===== src/rtl/stereo_echo_reverb_comb_macros.svh =====
// Assertion macros for the stereo echo / reverb comb filter.
// Included by the top level; needs no other file.
`ifndef STEREO_ECHO_REVERB_COMB_MACROS_SVH
`define STEREO_ECHO_REVERB_COMB_MACROS_SVH

// pre and post in the same cycle
`define SERC_ASSERT_NOW(label, clk, rst, pre, post, msg) \
   label: assert property (@(posedge clk) disable iff (rst) (pre) |-> (post)) \
      else $error(msg);

// post in the cycle after pre
`define SERC_ASSERT_NEXT(label, clk, rst, pre, post, msg) \
   label: assert property (@(posedge clk) disable iff (rst) (pre) |=> (post)) \
      else $error(msg);

`endif


===== src/rtl/serc_pkg.sv =====
// Shared types, constants and the mixing function of the comb filter.
// No dependencies.
package serc_pkg;

   localparam int SAMPLE_W   = 16;
   localparam int LEN_W      = 13;
   localparam int GAIN_W     = 8;
   localparam int CSR_DATA_W = 13;
   localparam int CSR_IDX_W  = 2;

   localparam logic [CSR_IDX_W-1:0] CSR_MODE   = 2'd0;
   localparam logic [CSR_IDX_W-1:0] CSR_LENGTH = 2'd1;
   localparam logic [CSR_IDX_W-1:0] CSR_GAIN   = 2'd2;

   localparam logic              MODE_RESET   = 1'b0;
   localparam logic [LEN_W-1:0]  LENGTH_RESET = 13'd4000;
   localparam logic [GAIN_W-1:0] GAIN_RESET   = 8'd128;

   typedef logic signed [SAMPLE_W-1:0] sample_type;

   typedef struct packed {
      logic rd_en;
      logic wr_en;
      logic clear;
   } lane_ctl_type;

   // (x*256 + g*d) / 256, truncated toward zero, saturated to 16 bits
   function automatic sample_type mix_sample(input sample_type x, input sample_type d,
                                             input logic [GAIN_W-1:0] g);
      logic signed [25:0] prod;
      logic signed [25:0] sum;
      logic signed [25:0] adj;
      logic signed [17:0] q;
      prod = d * $signed({1'b0, g});
      sum  = prod + (26'(x) <<< 8);
      adj  = sum + (sum[25] ? 26'sd255 : 26'sd0);
      q    = 18'(adj >>> 8);
      if (q > 18'sd32767) begin
         mix_sample = 16'sh7FFF;
      end else if (q < -18'sd32768) begin
         mix_sample = 16'sh8000;
      end else begin
         mix_sample = q[15:0];
      end
   endfunction

endpackage


===== src/rtl/serc_merge.sv =====
// Output register joining the two lane results into one response.
// Depends on serc_pkg.
module serc_merge (
   input  logic                 clock,
   input  logic                 reset,
   input  logic                 valid_in,
   input  serc_pkg::sample_type left,
   input  serc_pkg::sample_type right,
   output logic                 take,
   output logic                 rsp_tvalid,
   input  logic                 rsp_tready,
   output logic [31:0]          rsp_tdata    // left_out [15:0], right_out [31:16]
);
   import serc_pkg::*;

   logic        valid_ff;
   logic [31:0] data_ff;

   assign take = !valid_ff || rsp_tready;

   always_ff @(posedge clock) begin
      if (reset) begin
         valid_ff <= 1'b0;
      end else if (take) begin
         valid_ff <= valid_in;
      end
   end

   always_ff @(posedge clock) begin
      if (take && valid_in) begin
         data_ff <= {right, left};
      end
   end

   assign rsp_tvalid = valid_ff;
   assign rsp_tdata  = data_ff;
endmodule


===== config.mk =====
export PLATFORM = sky130hd
export DESIGN_NAME = serc_merge
export DESIGN_NICKNAME = d
export VERILOG_FILES = /design/src/rtl/stereo_echo_reverb_comb_macros.svh /design/src/rtl/serc_pkg.sv /design/src/rtl/serc_merge.sv
export SDC_FILE = /design/constraint.sdc
export NUM_CORES = 1
export LEC_CHECK = 0
export BUFFER_PORTS_ARGS = -buffer_cell sky130_fd_sc_hd__buf_4
export CORE_MARGIN = 1.5
export CORE_UTILIZATION = 39
export DETAILED_ROUTE_END_ITERATION = 6
export PLACE_DENSITY = 0.83
export SYNTH_ARGS = -nofsm -noshare
export SYNTH_HDL_FRONTEND = slang
export SYNTH_SLANG_ARGS = --single-unit

===== constraint.sdc =====
create_clock -name clock -period 1.2 [get_ports clock]
set_input_delay 0.12 -clock clock [delete_from_list [all_inputs] [get_ports clock]]
set_output_delay 0.12 -clock clock [all_outputs]
set_load 0.1 [all_outputs]

==> key figures <==
Synth
  • Post-synthesis sequential area ratio: slightly below 100%
  • Mapped Area: about 0.001 mm^2
  • Synth Net Count: 73
  • Cells after synthesis: 37
  • Synth Warn #: 0
  • Syn_area_per_cell: 27.46 um^2
  • #FFs+latches synth: 33
  • Yosys cell types: 6

Critical path
  • CP max FO: 1
  • Largest delay contributor family on the critical path: flip-flops
  • CP peak stage delay: around 390 ps
  • Cell breakdown of the critical path: buf_4
  • CP Capture Type: primary output
  • Setup Crit Path Kind: register to primary output
  • CP Buf/Inv Count: 1
  • Worst Path Required: around 1100 ps
  • Critical Path Source Type: register
  • Crit path DAT: between 1000 and 1500 ps
  • Slowest stage cell on the critical path: edfxtp_1

Detailed routing
  • DRC: 0
  • Initial DRC count: 31
  • ANT nets after route: 0
  • Via count: slightly above 800
  • DR WL/cell: 18.97 um
  • Drt total wl: between 3000 and 4000 um
  • Pre-antenna DRT Iters: 5
  • Vias per cell: around 4.5

STA
  • Rel. slew slack: 80.45%
  • Fin. Hold Viols: 0
  • TNS Setup: 0 ps
  • Slew Viols, Final: 0
  • Tcrit/Tclk final: a little over nine tenths
  • Final worst setup slack: approximately 50 ps
  • Worst-margin pin slew: roughly 300 ps
  • Unrepaired setup endpoints after global routing: no
  • Finish-stage setup viols: 0
  • Clock period minus final worst setup slack: ~1100 ps
  • Final Skew: between 8 and 9 ps
  • FMAX: between 800 and 900 MHz

Pwr
  • Pleak: approximately 0.87 nW
  • VDD IR-drop max: about 1.5 mV
  • PD cells: roughly 1400 mW/mm^2

Global routing
  • Vias in the first global route: ~900
  • Initial antenna violation count: 0
  • Remaining Overflow, GRT: 0
  • First-pass GRT wire length: around 4800 um
  • GR Util All Layers: 26.48%
  • Largest net degree at the start of global routing: 12

CTS
  • Max Root-Sink Buffers: 2
  • CTS Buf Count: 5
  • Root Driver: clkbuf_4
  • Post-CTS Setup Inserts: 0
  • CTS sink count: 33
  • CTS clk-pin slew, worst paths: around 100 ps
  • H-tree depth: 2
  • Worst-skew pair later-pin latency: 330 ps
  • CTS tree: built

Floorplanning
  • Die Y: 54.04 um
  • Core area: 0.002477 mm^2
  • I/O pin count: 70
  • Die ar.: ~0.003 mm^2
  • # rows: 18
  • Die Span X: around 54 um
  • Initial core utilization: between 40% and 50%

Placement
  • I/O Buffers: 69
  • Post-DP HPWL: approximately 1600 um
  • Dpl cells: ~140
  • Setup WS pre-CTS: 167.2 ps
  • Final GP Congestion: slightly below 0.7

Layout
  • Final core occ: between 80% and 90%
  • Number of antenna diodes: 0
  • P&R area growth vs syn: 98.77%
  • Share of cells above drive strength 1: between 50 and 60%
  • Nets: roughly 190
  • Finished Layout Cells: 180

Hold path
  • HP Class: primary input to register

Run status
  • Status: completed

Run
  • Max_cap viols: 0
per-layer routing:
metal  vias up  part of all wire (%)  GRT usage [%]
met5         -                     0              0
met4         0                   1.3          10.00
met3         5                    11          11.11
met2        60                    49          41.87
met1       386                    39          32.40
li1        367                     -              -
worst paths after layout:
check                      from            end  slack [ps]  cells past startpoint
setup / recovery  rsp_tdata[16]  rsp_tdata[16]          50                      1
hold / removal         valid_in     rsp_tvalid          50                      3
setup reg to reg     rsp_tvalid   rsp_tdata[3]         120                      3
hold reg to reg      rsp_tvalid     rsp_tvalid         540                      2
synthesized netlist by cell type:
cell / n / share of area [%]
edfxtp_1: 32 / 95
a21oi_2: 1 / 0.86
and2_4: 1 / 0.86
dfxtp_1: 1 / 2.0
inv_1: 1 / 0.37
nand2b_4: 1 / 1.4
final cells by class:
type	instances	area (um^2)
fill	124	457.9
timing repair buffer	105	912.1
tap	30	37.54
inverter	1	3.754
clock buffer	5	37.54
sequential	33	984.7
multi-input combinational	3	31.28
clock inverter	3	12.51
power by group:
group          switching [mW]  total, mW  internal [mW]
Sequential             0.0256       1.37           1.34
Combinational           0.588      0.842          0.254
Clock                   0.380      0.592          0.212
Total                   0.993       2.80           1.81
metrics by stage:
stage	hold slack, ps	total power, mW	instance area, um^2
after floorplan	173.3	1.899	1020
after global placement	269.9	2.117	1635
after detailed placement	270.2	2.126	1635
after CTS	43.67	2.749	2016
after global routing	49.26	2.882	2019
final	48.83	2.801	2019
tightest hold or removal path: cells and delay by family:
family	cells	cell delay (ps)
buffers and inverters	2	180
AOI/OAI and AO/OA	1	50
cell families after synthesis:
family	share of synthesized area, %
compound gates	0.8622
buf+inv	0.3691
flops	96.55
simple gates	2.217
layout by cell type, fill, tap and decap left out:
cell type,Yosys,layout
clkinv_1,0,2
buf_12,0,3
dlygate4sd3_1,0,33
dfxtp_4,0,1
inv_1,1,1
and2_4,1,1
buf_4,0,68
clkbuf_4,0,5
buf_6,0,1
nand2b_4,1,1
clkinv_2,0,1
edfxtp_1,32,32
a21oi_2,1,1
timing repair:
| action | in CTS | in global routing |
|---|---|---|
| hold buffers | 33 | 0 |
| endpoints found under the setup margin | 0 | 1 |
| gates resized for setup | 0 | 1 |
| endpoints found under the hold margin | 33 | 0 |
state kept, by name (all words and copies together), names as in the netlist:
register	count
rsp_tvalid	1
rsp_tdata	32
(Power assumes the default switching activity.)
